[src/rtl/core/ter_pkg.sv]
// Shared types and constants for the timed event ring scheduler.
// Used by the cell, the ring and the top level; depends on nothing.
package ter_pkg;

  localparam int SLOTS_DEF = 64;
  localparam int MAX_FIRES = 64;
  localparam int FW = $clog2(MAX_FIRES) + 1;
  localparam logic [15:0] LOOKAHEAD_RST = 16'd500;
  localparam logic [5:0] CNT_MAX = 6'd63;

  typedef enum logic [1:0] {
    OP_SCHEDULE = 2'd0,
    OP_CANCEL   = 2'd1,
    OP_TICK     = 2'd2,
    OP_CLEAR    = 2'd3
  } op_t;

  localparam logic [1:0] KIND_STATUS = 2'd0;
  localparam logic [1:0] KIND_FIRED  = 2'd1;
  localparam logic [1:0] KIND_NONE   = 2'd2;

  localparam logic [1:0] ST_OK      = 2'd0;
  localparam logic [1:0] ST_FULL    = 2'd1;
  localparam logic [1:0] ST_STOPPED = 2'd2;

  localparam logic CFG_ENABLE    = 1'b0;
  localparam logic CFG_LOOKAHEAD = 1'b1;

  typedef struct packed {
    logic        act;
    logic [63:0] due;
    logic [1:0]  typ;
    logic [31:0] tag;
  } entry_t;

endpackage

[src/rtl/core/ter_cell.sv]
// One ring cell: holds one event entry and takes its neighbor's entry on a shift.
// Depends on ter_pkg for the entry type.
module ter_cell (
  input  logic            clk,
  input  logic            rst_n,
  input  logic            shift,
  input  logic            clr,
  input  ter_pkg::entry_t d_in,
  output ter_pkg::entry_t q
);

  ter_pkg::entry_t q_r;

  always_ff @(posedge clk) begin
    if (!rst_n) begin
      q_r.act <= 1'b0;
    end else begin
      if (shift) begin
        q_r <= d_in;
      end
      if (clr) begin
        q_r.act <= 1'b0;
      end
    end
  end

  assign q = q_r;

endmodule

[src/rtl/core/ter_ring.sv]
// Rotating chain of event cells; cell 0 is the access point of the sequencer.
// Depends on ter_pkg and ter_cell.
module ter_ring #(
  parameter int SLOTS = ter_pkg::SLOTS_DEF
) (
  input  logic            clk,
  input  logic            rst_n,
  input  logic            shift,
  input  logic            clr,
  input  ter_pkg::entry_t fb,
  output ter_pkg::entry_t c0
);

  ter_pkg::entry_t q [SLOTS];

  for (genvar i = 0; i < SLOTS; i++) begin : g_cell
    ter_pkg::entry_t d;
    if (i == SLOTS - 1) begin : g_last
      assign d = fb;
    end else begin : g_mid
      assign d = q[i+1];
    end
    ter_cell u_cell (
      .clk   (clk),
      .rst_n (rst_n),
      .shift (shift),
      .clr   (clr),
      .d_in  (d),
      .q     (q[i])
    );
  end

  assign c0 = q[0];

endmodule

[src/rtl/core/timed_event_ring_scheduler_top.sv]
// Top level of the timed event ring scheduler: sequencer, registers and result port.
// Depends on ter_pkg and ter_ring.
//
// Usage: requests arrive on the in_ channel (valid/ready) as schedule, cancel,
// tick or clear transactions; results leave on the out_ channel (valid/ready).
// Every request gives one result with out_last set, except a tick that fires
// events, which gives one result per fired event in ring order, the final one
// with out_last set. Configuration (enable, lookahead) is written on cfg_.
// Events sit in a ring of SLOTS cells that rotates one cell per cycle while the
// sequencer shifts it; all reads and writes happen at cell 0, so schedule, cancel
// and tick wait for the ring to bring the cells they need to cell 0, and a tick
// also waits for any output stall.
// One request is processed at a time; a new one is accepted once the
// sequencer is idle, even while the previous result still waits at the output.
// A stalled receiver pauses the tick scan at the next fired event.
// Reset empties the ring, disables the engine and sets the lookahead to 500.
module timed_event_ring_scheduler_top #(
  parameter int SLOTS = ter_pkg::SLOTS_DEF
) (
  input  logic        clk,
  input  logic        rst_n,
  input  logic        in_valid,
  output logic        in_ready,
  input  logic [1:0]  in_op,
  input  logic [63:0] in_event_time,
  input  logic [1:0]  in_event_type,
  input  logic [31:0] in_tag,
  output logic        out_valid,
  input  logic        out_ready,
  output logic [1:0]  out_kind,
  output logic [1:0]  out_status,
  output logic [5:0]  out_slot,
  output logic [1:0]  out_fired_type,
  output logic [31:0] out_fired_tag,
  output logic [5:0]  out_cancelled_count,
  output logic [5:0]  out_occupancy,
  output logic        out_last,
  input  logic        cfg_we,
  input  logic        cfg_index,
  input  logic [15:0] cfg_data
);

  localparam int IW = $clog2(SLOTS);
  localparam int FW = ter_pkg::FW;

  typedef enum logic [2:0] {
    S_IDLE, S_SEEK, S_WRITE, S_CANCEL, S_COUNT, S_FIRE, S_REPLY
  } state_t;

  state_t          state_r, after_r;
  logic [IW-1:0]   rot_r, head_r, tail_r, tgt_r, h0_r, nh_r;
  logic            found_r;
  logic [FW-1:0]   n_r, k_r;
  logic            enable_r;
  logic [15:0]     look_r;
  logic [63:0]     tm_r;
  logic [1:0]      ty_r;
  logic [31:0]     tag_r;
  logic [1:0]      rp_kind_r, rp_status_r;
  logic [5:0]      rp_cnt_r;

  logic            out_valid_r, out_last_r;
  logic [1:0]      out_kind_r, out_status_r, out_type_r;
  logic [5:0]      out_slot_r, out_cnt_r, out_occ_r;
  logic [31:0]     out_tag_r;

  ter_pkg::entry_t c0, fb;
  logic            shift, clr, out_free, acc;
  logic            due_ok, fires, match;
  logic [IW-1:0]   rot_next, tail_next;
  logic [IW:0]     occ_w;

  assign in_ready = (state_r == S_IDLE);
  assign acc      = in_valid && in_ready;
  assign out_free = !out_valid_r || out_ready;
  assign clr      = acc && (ter_pkg::op_t'(in_op) == ter_pkg::OP_CLEAR);

  assign rot_next  = (rot_r == IW'(SLOTS - 1)) ? '0 : rot_r + 1'b1;
  assign tail_next = (tail_r == IW'(SLOTS - 1)) ? '0 : tail_r + 1'b1;
  assign occ_w = (tail_r >= head_r) ? ({1'b0, tail_r} - {1'b0, head_r})
               : ({1'b0, tail_r} + (IW+1)'(SLOTS) - {1'b0, head_r});

  assign due_ok = c0.act && (c0.due <= tm_r);
  assign match  = c0.act && (c0.typ == ty_r);
  assign fires  = due_ok && (state_r == S_FIRE);

  always_comb begin
    fb    = c0;
    shift = 1'b0;
    unique case (state_r)
      S_SEEK:   shift = (rot_r != tgt_r);
      S_WRITE: begin
        shift  = 1'b1;
        fb.act = 1'b1;
        fb.due = tm_r;
        fb.typ = ty_r;
        fb.tag = tag_r;
      end
      S_CANCEL: begin
        shift = (rot_r != tail_r);
        if (match) begin
          fb.act = 1'b0;
        end
      end
      S_COUNT:  shift = (rot_r != tail_r);
      S_FIRE: begin
        shift = (rot_r != tail_r) && (k_r != n_r) && (!due_ok || out_free);
        if (due_ok) begin
          fb.act = 1'b0;
        end
      end
      default:  shift = 1'b0;
    endcase
  end

  ter_ring #(.SLOTS(SLOTS)) u_ring (
    .clk   (clk),
    .rst_n (rst_n),
    .shift (shift),
    .clr   (clr),
    .fb    (fb),
    .c0    (c0)
  );

  always_ff @(posedge clk) begin
    if (!rst_n) begin
      enable_r <= 1'b0;
      look_r   <= ter_pkg::LOOKAHEAD_RST;
    end else if (cfg_we) begin
      unique case (cfg_index)
        ter_pkg::CFG_ENABLE:    enable_r <= cfg_data[0];
        ter_pkg::CFG_LOOKAHEAD: look_r   <= cfg_data;
      endcase
    end
  end

  always_ff @(posedge clk) begin
    if (!rst_n) begin
      state_r     <= S_IDLE;
      after_r     <= S_IDLE;
      rot_r       <= '0;
      head_r      <= '0;
      tail_r      <= '0;
      out_valid_r <= 1'b0;
    end else begin
      if (out_valid_r && out_ready) begin
        out_valid_r <= 1'b0;
      end
      if (shift) begin
        rot_r <= rot_next;
      end
      unique case (state_r)
        S_IDLE: begin
          if (acc) begin
            ty_r        <= in_event_type;
            tag_r       <= in_tag;
            tm_r        <= in_event_time;
            rp_kind_r   <= ter_pkg::KIND_STATUS;
            rp_status_r <= ter_pkg::ST_OK;
            rp_cnt_r    <= '0;
            unique case (ter_pkg::op_t'(in_op))
              ter_pkg::OP_SCHEDULE: begin
                if (!enable_r) begin
                  rp_status_r <= ter_pkg::ST_STOPPED;
                  state_r     <= S_REPLY;
                end else if (tail_next == head_r) begin
                  rp_status_r <= ter_pkg::ST_FULL;
                  state_r     <= S_REPLY;
                end else begin
                  tgt_r   <= tail_r;
                  after_r <= S_WRITE;
                  state_r <= S_SEEK;
                end
              end
              ter_pkg::OP_CANCEL: begin
                tgt_r   <= head_r;
                after_r <= S_CANCEL;
                state_r <= S_SEEK;
              end
              ter_pkg::OP_TICK: begin
                tm_r <= in_event_time + {48'd0, look_r};
                if (!enable_r) begin
                  rp_status_r <= ter_pkg::ST_STOPPED;
                  state_r     <= S_REPLY;
                end else begin
                  tgt_r   <= head_r;
                  h0_r    <= head_r;
                  found_r <= 1'b0;
                  n_r     <= '0;
                  after_r <= S_COUNT;
                  state_r <= S_SEEK;
                end
              end
              ter_pkg::OP_CLEAR: begin
                head_r  <= '0;
                tail_r  <= '0;
                state_r <= S_REPLY;
              end
            endcase
          end
        end
        S_SEEK: begin
          if (rot_r == tgt_r) begin
            state_r <= after_r;
          end
        end
        S_WRITE: begin
          tail_r  <= tail_next;
          state_r <= S_REPLY;
        end
        S_CANCEL: begin
          if (rot_r == tail_r) begin
            state_r <= S_REPLY;
          end else if (match && rp_cnt_r != ter_pkg::CNT_MAX) begin
            rp_cnt_r <= rp_cnt_r + 1'b1;
          end
        end
        S_COUNT: begin
          if (rot_r == tail_r) begin
            head_r <= found_r ? nh_r : tail_r;
            if (n_r == '0) begin
              rp_kind_r <= ter_pkg::KIND_NONE;
              state_r   <= S_REPLY;
            end else begin
              k_r     <= '0;
              tgt_r   <= h0_r;
              after_r <= S_FIRE;
              state_r <= S_SEEK;
            end
          end else if (due_ok && n_r != FW'(ter_pkg::MAX_FIRES)) begin
            n_r <= n_r + 1'b1;
          end else if (c0.act && !found_r) begin
            found_r <= 1'b1;
            nh_r    <= rot_r;
          end
        end
        S_FIRE: begin
          if (rot_r == tail_r || k_r == n_r) begin
            state_r <= S_IDLE;
          end else if (fires && out_free) begin
            k_r            <= k_r + 1'b1;
            out_valid_r    <= 1'b1;
            out_kind_r     <= ter_pkg::KIND_FIRED;
            out_status_r   <= ter_pkg::ST_OK;
            out_slot_r     <= 6'(rot_r);
            out_type_r     <= c0.typ;
            out_tag_r      <= c0.tag;
            out_cnt_r      <= '0;
            out_occ_r      <= 6'(occ_w);
            out_last_r     <= ((k_r + 1'b1) == n_r);
          end
        end
        S_REPLY: begin
          if (out_free) begin
            out_valid_r  <= 1'b1;
            out_kind_r   <= rp_kind_r;
            out_status_r <= rp_status_r;
            out_slot_r   <= '0;
            out_type_r   <= '0;
            out_tag_r    <= '0;
            out_cnt_r    <= rp_cnt_r;
            out_occ_r    <= 6'(occ_w);
            out_last_r   <= 1'b1;
            state_r      <= S_IDLE;
          end
        end
        default: state_r <= S_IDLE;
      endcase
    end
  end

  assign out_valid           = out_valid_r;
  assign out_kind            = out_kind_r;
  assign out_status          = out_status_r;
  assign out_slot            = out_slot_r;
  assign out_fired_type      = out_type_r;
  assign out_fired_tag       = out_tag_r;
  assign out_cancelled_count = out_cnt_r;
  assign out_occupancy       = out_occ_r;
  assign out_last            = out_last_r;

endmodule

[config.mk]
export PLATFORM = sky130hd
export DESIGN_NAME = timed_event_ring_scheduler_top
export DESIGN_NICKNAME = d
export VERILOG_FILES = /design/src/rtl/core/ter_pkg.sv /design/src/rtl/core/ter_cell.sv /design/src/rtl/core/ter_ring.sv /design/src/rtl/core/timed_event_ring_scheduler_top.sv
export SDC_FILE = /design/constraint.sdc
export NUM_CORES = 2
export LEC_CHECK = 0
export ABC_AREA = 1
export ABC_CLOCK_PERIOD_IN_PS = 678400
export BUFFER_PORTS_ARGS = -buffer_cell sky130_fd_sc_hd__buf_2
export CAP_MARGIN = 20
export CORE_UTILIZATION = 44
export CTS_BUF_LIST = sky130_fd_sc_hd__clkbuf_8
export DETAILED_ROUTE_END_ITERATION = 10
export HOLD_SLACK_MARGIN = 0.08
export SLEW_MARGIN = 20
export SYNTH_ARGS = -nofsm -noshare
export SYNTH_HDL_FRONTEND = slang
export SYNTH_SLANG_ARGS = --single-unit
[constraint.sdc]
create_clock -name clk -period 678.4 [get_ports clk]
set_clock_uncertainty 0.05 [all_clocks]
set_input_delay 135.68 -clock clk [delete_from_list [all_inputs] [get_ports clk]]
set_output_delay 135.68 -clock clk [all_outputs]
set_load 0.1 [all_outputs]
=== Yosys cells after proc, flatten, opt, wreduce, memory -nomap -nowiden ===
Index checks and enable logic that the tools add are counted.

* Bits in registers: 6576
* Bits in latches: 0
* RAM bits: 0
* ROM bits: 0
* Input bits: 122
* Output and inout bits: 59
* Word-level logic and storage cells: 499
* Memories: 0

* Add/subtract/negate cells: 9
* Multiply operators: 0
* Div/mod/pow operators: 0
* Order comparisons: 2
* Equality and inequality tests: 45
* Shift-type cells: 0
* Multiplexer cells: 110
* Bitwise logic cells: 4
* Reductions and logical operators: 45

{| class="wikitable"
|+ Operators with widths
! cell !! count
|-
| 2-to-1 mux 6 bit || 25
|-
| 2-to-1 mux 98 bit || 1
|-
| 2-to-1 mux 32 bit || 3
|-
| one-hot mux 6 bit (2 select lines) || 7
|-
| adder 64 x 16 -> 64 bit || 1
|-
| <= comparator 64 bit || 1
|-
| 2-to-1 mux 64 bit || 1
|-
| one-hot mux 32 bit (2 select lines) || 1
|-
| 2-to-1 mux 7 bit || 9
|-
| 2-to-1 mux 3 bit || 16
|-
| 2-to-1 mux 2 bit || 14
|-
| one-hot mux 7 bit (2 select lines) || 2
|-
| != test 2 bit (second input constant) || 13
|-
| AND reduction 5 bit || 5
|-
| adder 6 x 1 -> 6 bit (second input constant) || 4
|-
| one-hot mux 3 bit (7 select lines) || 1
|-
| one-hot mux 2 bit (2 select lines) || 5
|-
| == test 6 bit || 3
|-
| one-hot mux 6 bit (3 select lines) || 1
|-
| 2-to-1 mux 1 bit || 16
|-
| AND reduction 8 bit || 2
|-
| adder 7 x 1 -> 7 bit (second input constant) || 2
|-
| == test 7 bit || 2
|-
| == test 6 bit (second input constant) || 2
|-
| 36 further kinds || 78
|}

=== Longest topological paths before layout ===
* Depth after elaboration: 8
* Depth in mapped cells: 22
* Mapped depth without buffers: 21

=== Modules after synthesis ===
From an unflattened synthesis, not the netlist that was laid out.

* Cell total of the unflattened synthesis: 8668
* Area, all modules: 206802.1 um^2

{| class="wikitable"
|+ By module, submodules not included
! module !! times used !! cells an instance !! area an instance (um^2) !! seq. area each (um^2)
|-
| ter_cell || 64 || 107 || 2997.9 || 2962.8
|-
| timed_event_ring_scheduler_top || 1 || 1820 || 14938.1 || 6756.5
|}

=== Worst setup path before layout ===
No wires, ideal clock.

* Path type: in2reg
* From: input port rst_n
* To: register u_ring.g_cell[0].u_cell.q_r, in the netlist u_ring.g_cell[0].u_cell.q[0], enable pin
* Arrival time: 435.852 ns
* Path slack: 227.395 ns
* Stages on the path: 3
* Buffers on the path: 1
* Cell sequence: inv_1 -> clkbuf_1 -> a21oi_1

* Cells in the longest elaborated chain, start to end: 1

{| class="wikitable"
|+ Ends and longest elaborated chain
! what !! line !! source
|-
| start: declaration || timed_event_ring_scheduler_top.sv:21 || <nowiki>input logic rst_n,</nowiki>
|-
| AND reduction 2 bit (no source line) || n/a ||
|-
| end signal: assignment || ter_cell.sv:19 || <nowiki>q_r <= d_in;</nowiki>
|-
| end: declaration || ter_cell.sv:12 || <nowiki>ter_pkg::entry_t q_r;</nowiki>
|}

Every way passes these cells.
A chain may end at the register's enable or synchronous reset.

=== Final worst setup path ===
* From: input port out_ready
* To: register u_ring.g_cell[55].u_cell.q_r, in the netlist u_ring.g_cell[55].u_cell.q[68], enable pin

* Cells in the longest elaborated chain, start to end: 5

{| class="wikitable"
|+ Ends and longest elaborated chain
! what !! line !! source
|-
| start: declaration || timed_event_ring_scheduler_top.sv:29 || <nowiki>input logic out_ready,</nowiki>
|-
| logical OR 1 bit || timed_event_ring_scheduler_top.sv:75 || <nowiki>assign out_free = !out_valid_r || out_ready;</nowiki>
|-
| logical OR 1 bit || timed_event_ring_scheduler_top.sv:107 || <nowiki>shift = (rot_r != tail_r) && (k_r != n_r) && (!due_ok || out_free);</nowiki>
|-
| logical AND 1 bit || timed_event_ring_scheduler_top.sv:107 ||
|-
| one-hot mux 1 bit (4 select lines) || timed_event_ring_scheduler_top.sv:90 || <nowiki>unique case (state_r)</nowiki>
|-
| AND reduction 2 bit (no source line) || n/a ||
|-
| end signal: assignment || ter_cell.sv:19 ||
|-
| end: declaration || ter_cell.sv:12 ||
|}

Every way passes these cells.

==> impl_metrics.tcl <==
set metrics [dict create \
    seqCellArea_um2 196400 \
    drv_cap 0 \
    p_comb_frac 0.072 \
    worstHoldStart "u_ring.g_cell[37].u_cell.q[56]" \
    synthToLayoutAreaGrowth_pct 13.18 \
    synthTopCellsByCount "edfxtp_1 (6469), nand2_1 (442), inv_1 (258)" \
    fin_crit_sh 0.2119 \
    switching_share 0.2425 \
    fmax_ghz 0.006956 \
    post-synth-top-area-fraction 0.9462 \
    root_buffer "clkbuf_8" \
    first_global_vias 76510 \
    start_util 0.4423 \
    pin_count 181 \
    min_period_ps 143760 \
    ys_warn_count 0 \
    hold_path.class "register to register" \
    worstPathRequired_ps 679170 \
    multi_input_area_um2 7599 \
    grt_max_degree 231 \
    die_area_um2 469300 \
    core_area_um2 464200 \
    cp_max_fo 201 \
    grtUsageTotal 0.1219 \
    peakVddDrop_v 0.000002915 \
    ys_ff_latch 6575 \
    status "completed" \
    synth_seq_area_share 0.9565 \
    hold_violations 0 \
    cts_hold_buf 0 \
    clock_latency_ps 1260 \
    syn_area_um2 205300 \
    setup_tns_ps 0 \
    p_switching_uw 230.2 \
    finalPower_uw 949.5 \
    drc 0 \
    grt_pass1_wl_mm 448.4 \
    final_nets 9702 \
    post-cts-setup-buffer-count 0 \
    top_usage_layer "met1" \
    cts_resized 0 \
    pwr-share-clk 0.304 \
    final_area_um2 232400 \
    drtAntennaViolNets 0 \
    place_area_um2 214300 \
    dieWidth_um 685.1 \
    r2r-start "u_ring.g_cell[0].u_cell.q[77]" \
    pre_cts_ws_ps 533230 \
    power_density_nw_per_um2 4.086 \
    numPortBuffers 180 \
    path_class "input port to register" \
    fillers 36120 \
    firstDrtPassIters 6 \
    wl_per_cell_um 17.81 \
    synth.net_count 8546 \
    slew_viol_final 0 \
    antenna_found_initial 33 \
    synth_edf_count 6469 \
    synth_most_common_cell "edfxtp_1" \
    crit_path_start_kind "input port" \
    vias_per_cell 4.666 \
    gr-usage-met2 0.1670 \
    syn_area_per_cell_um2 24.66 \
    power_frac_seq 0.623 \
    use_met1 0.1842 \
    grt_overflow 0 \
    end_kind "register" \
    cts_tree "yes" \
    relSlewSlack 0.2006 \
    num_vias 76970 \
    synthTopCellsByArea "edfxtp_1 (95%), dfxtp_1 (1.0%), nand2_1 (0.81%), ha_1 (0.58%), inv_1 (0.47%)" \
    setup_slack_ps 534640 \
    yosysTopAreaCell "edfxtp_1" \
    internal_power_uw 719.2 \
    async_flop_share 0 \
    hold_end "u_ring.g_cell[36].u_cell.q[56]" \
    r2r_end "u_ring.g_cell[55].u_cell.q[68]" \
    reg2reg_slack_ps 666720 \
    htreeDepth 6 \
    finalSetupViolations 0 \
    hpwl_mm 152.4 \
    clockBufferDepth 4 \
    ys_dominant_reg_cell "edfxtp_1" \
    place_congestion 0.8697 \
    r2r_cells 23 \
    hold_depth 0 \
    drive_above_1_share 0.1427 \
    routed_wirelength_mm 293.9 \
    tightest_slew_ps 1187 \
    grtUsageMet3 0.02633 \
    cts.sinks 6575 \
    drtIter0Drc 7612 \
    leakage_nw 75.62 \
    syn_inst 8327 \
    synth.distinct_cells 49 \
    arrival_ps 144530 \
    clkTransAtPathRegs_ps 60 \
    rows 250 \
    grt_setup_unrepaired "false" \
    cts_made_buffers 962 \
    die_h_um 685.1 \
]
[logic make-up after synthesis]
group,count (synthesis),synth area share
AO/OA/AOI/OAI,361,0.009141
AND/OR/NAND/NOR,874,0.01809
buffers and inverters,338,0.006789
XOR/XNOR,82,0.003498
flip-flops,6575,0.9565
adder cells (fa/ha/maj),97,0.005985
[placed cells by master, fill, tap and decap left out, types with 3 or more instances in the layout]
cell type / n
o21ai_2: 3
buf_12: 11
dfxtp_1: 106
inv_1: 584
and2_1: 3
clkinvlp_4: 16
buf_4: 65
o21ai_0: 166
inv_16: 8
inv_12: 16
clkinv_2: 102
o21ai_1: 6
clkbuf_8: 970
a31oi_1: 6
ha_1: 94
inv_6: 8
edfxtp_1: 6469
o21a_1: 4
bufinv_16: 26
xor2_1: 56
nor3_1: 36
or2_2: 6
xnor2_1: 26
clkinv_1: 250
diode_2: 64
nand3_1: 125
inv_8: 9
nand2_1: 442
nor3_2: 3
nand4_1: 29
a21oi_1: 160
buf_16: 4
clkinv_8: 9
nor2_1: 190
nor4_1: 24
buf_6: 6
buf_2: 180
inv_2: 4
[state kept, by name (all words and copies together), names as in the netlist, 7 cells and up]
register                cells
u_ring.g_cell.u_cell.q   6336
k_r                         7
tm_r                       64
look_r                     16
out_fired_tag              32
n_r                         7
tag_r                      32
[worst max-delay path by stage]
stage / endpoint / from
2_1_floorplan: u_ring.g_cell[0].u_cell.q[0] / rst_n
3_3_place_gp: u_ring.g_cell[55].u_cell.q[87] / out_ready
3_5_place_dp: u_ring.g_cell[53].u_cell.q[88] / out_ready
4_1_cts: u_ring.g_cell[57].u_cell.q[89] / out_ready
5_1_grt: u_ring.g_cell[57].u_cell.q[89] / out_ready
6_report: u_ring.g_cell[55].u_cell.q[68] / out_ready
[per-layer routing]
metal,wire (um),part of all wire
met5,0,0
met4,12670,0.043
met3,14420,0.049
met2,126300,0.43
met1,140500,0.48
[per-stage QoR]
stage	hold slack, ps	util	cells
2_1_floorplan	350.3	-	8327
3_3_place_gp	350.0	0.4618	14690
3_5_place_dp	354.5	0.4618	14690
4_1_cts	314.5	0.4999	16430
5_1_grt	326.7	0.5005	16490
6_report	323.5	0.5006	16500
[area by class of cell]
class | count | share of cell area
repair buffers | 266 | 0.007689
flip-flops and latches | 6575 | 0.8451
well taps | 6174 | 0.03325
clock inverters | 771 | 0.01880
multi-input cells | 1414 | 0.03270
diodes | 64 | 0.0006892
clock buffers | 970 | 0.05746
inverters | 264 | 0.004275
[power groups by stage]
stage	clock network [mW]	logic, mW	registers [mW]
6_report	0.289	0.0688	0.592
2_1_floorplan	0	0.0480	2.08
3_3_place_gp	0	0.0674	0.598
4_1_cts	0.302	0.0698	0.593
5_1_grt	0.319	0.0769	0.599
3_5_place_dp	0	0.0704	0.599
[worst max-delay path: stages]
cell and delay (ps):
buf_2 80, nor2_1 80, nand3_1 110, nand2_2 50
buf_4 340, a21oi_4 740, buf_4 820, buf_12 730
buf_4 770, buf_4 710, buf_4 790, buf_4 830
buf_4 790, buf_4 820, buf_4 780
Note: power is estimated with default switching activity, not from simulation.
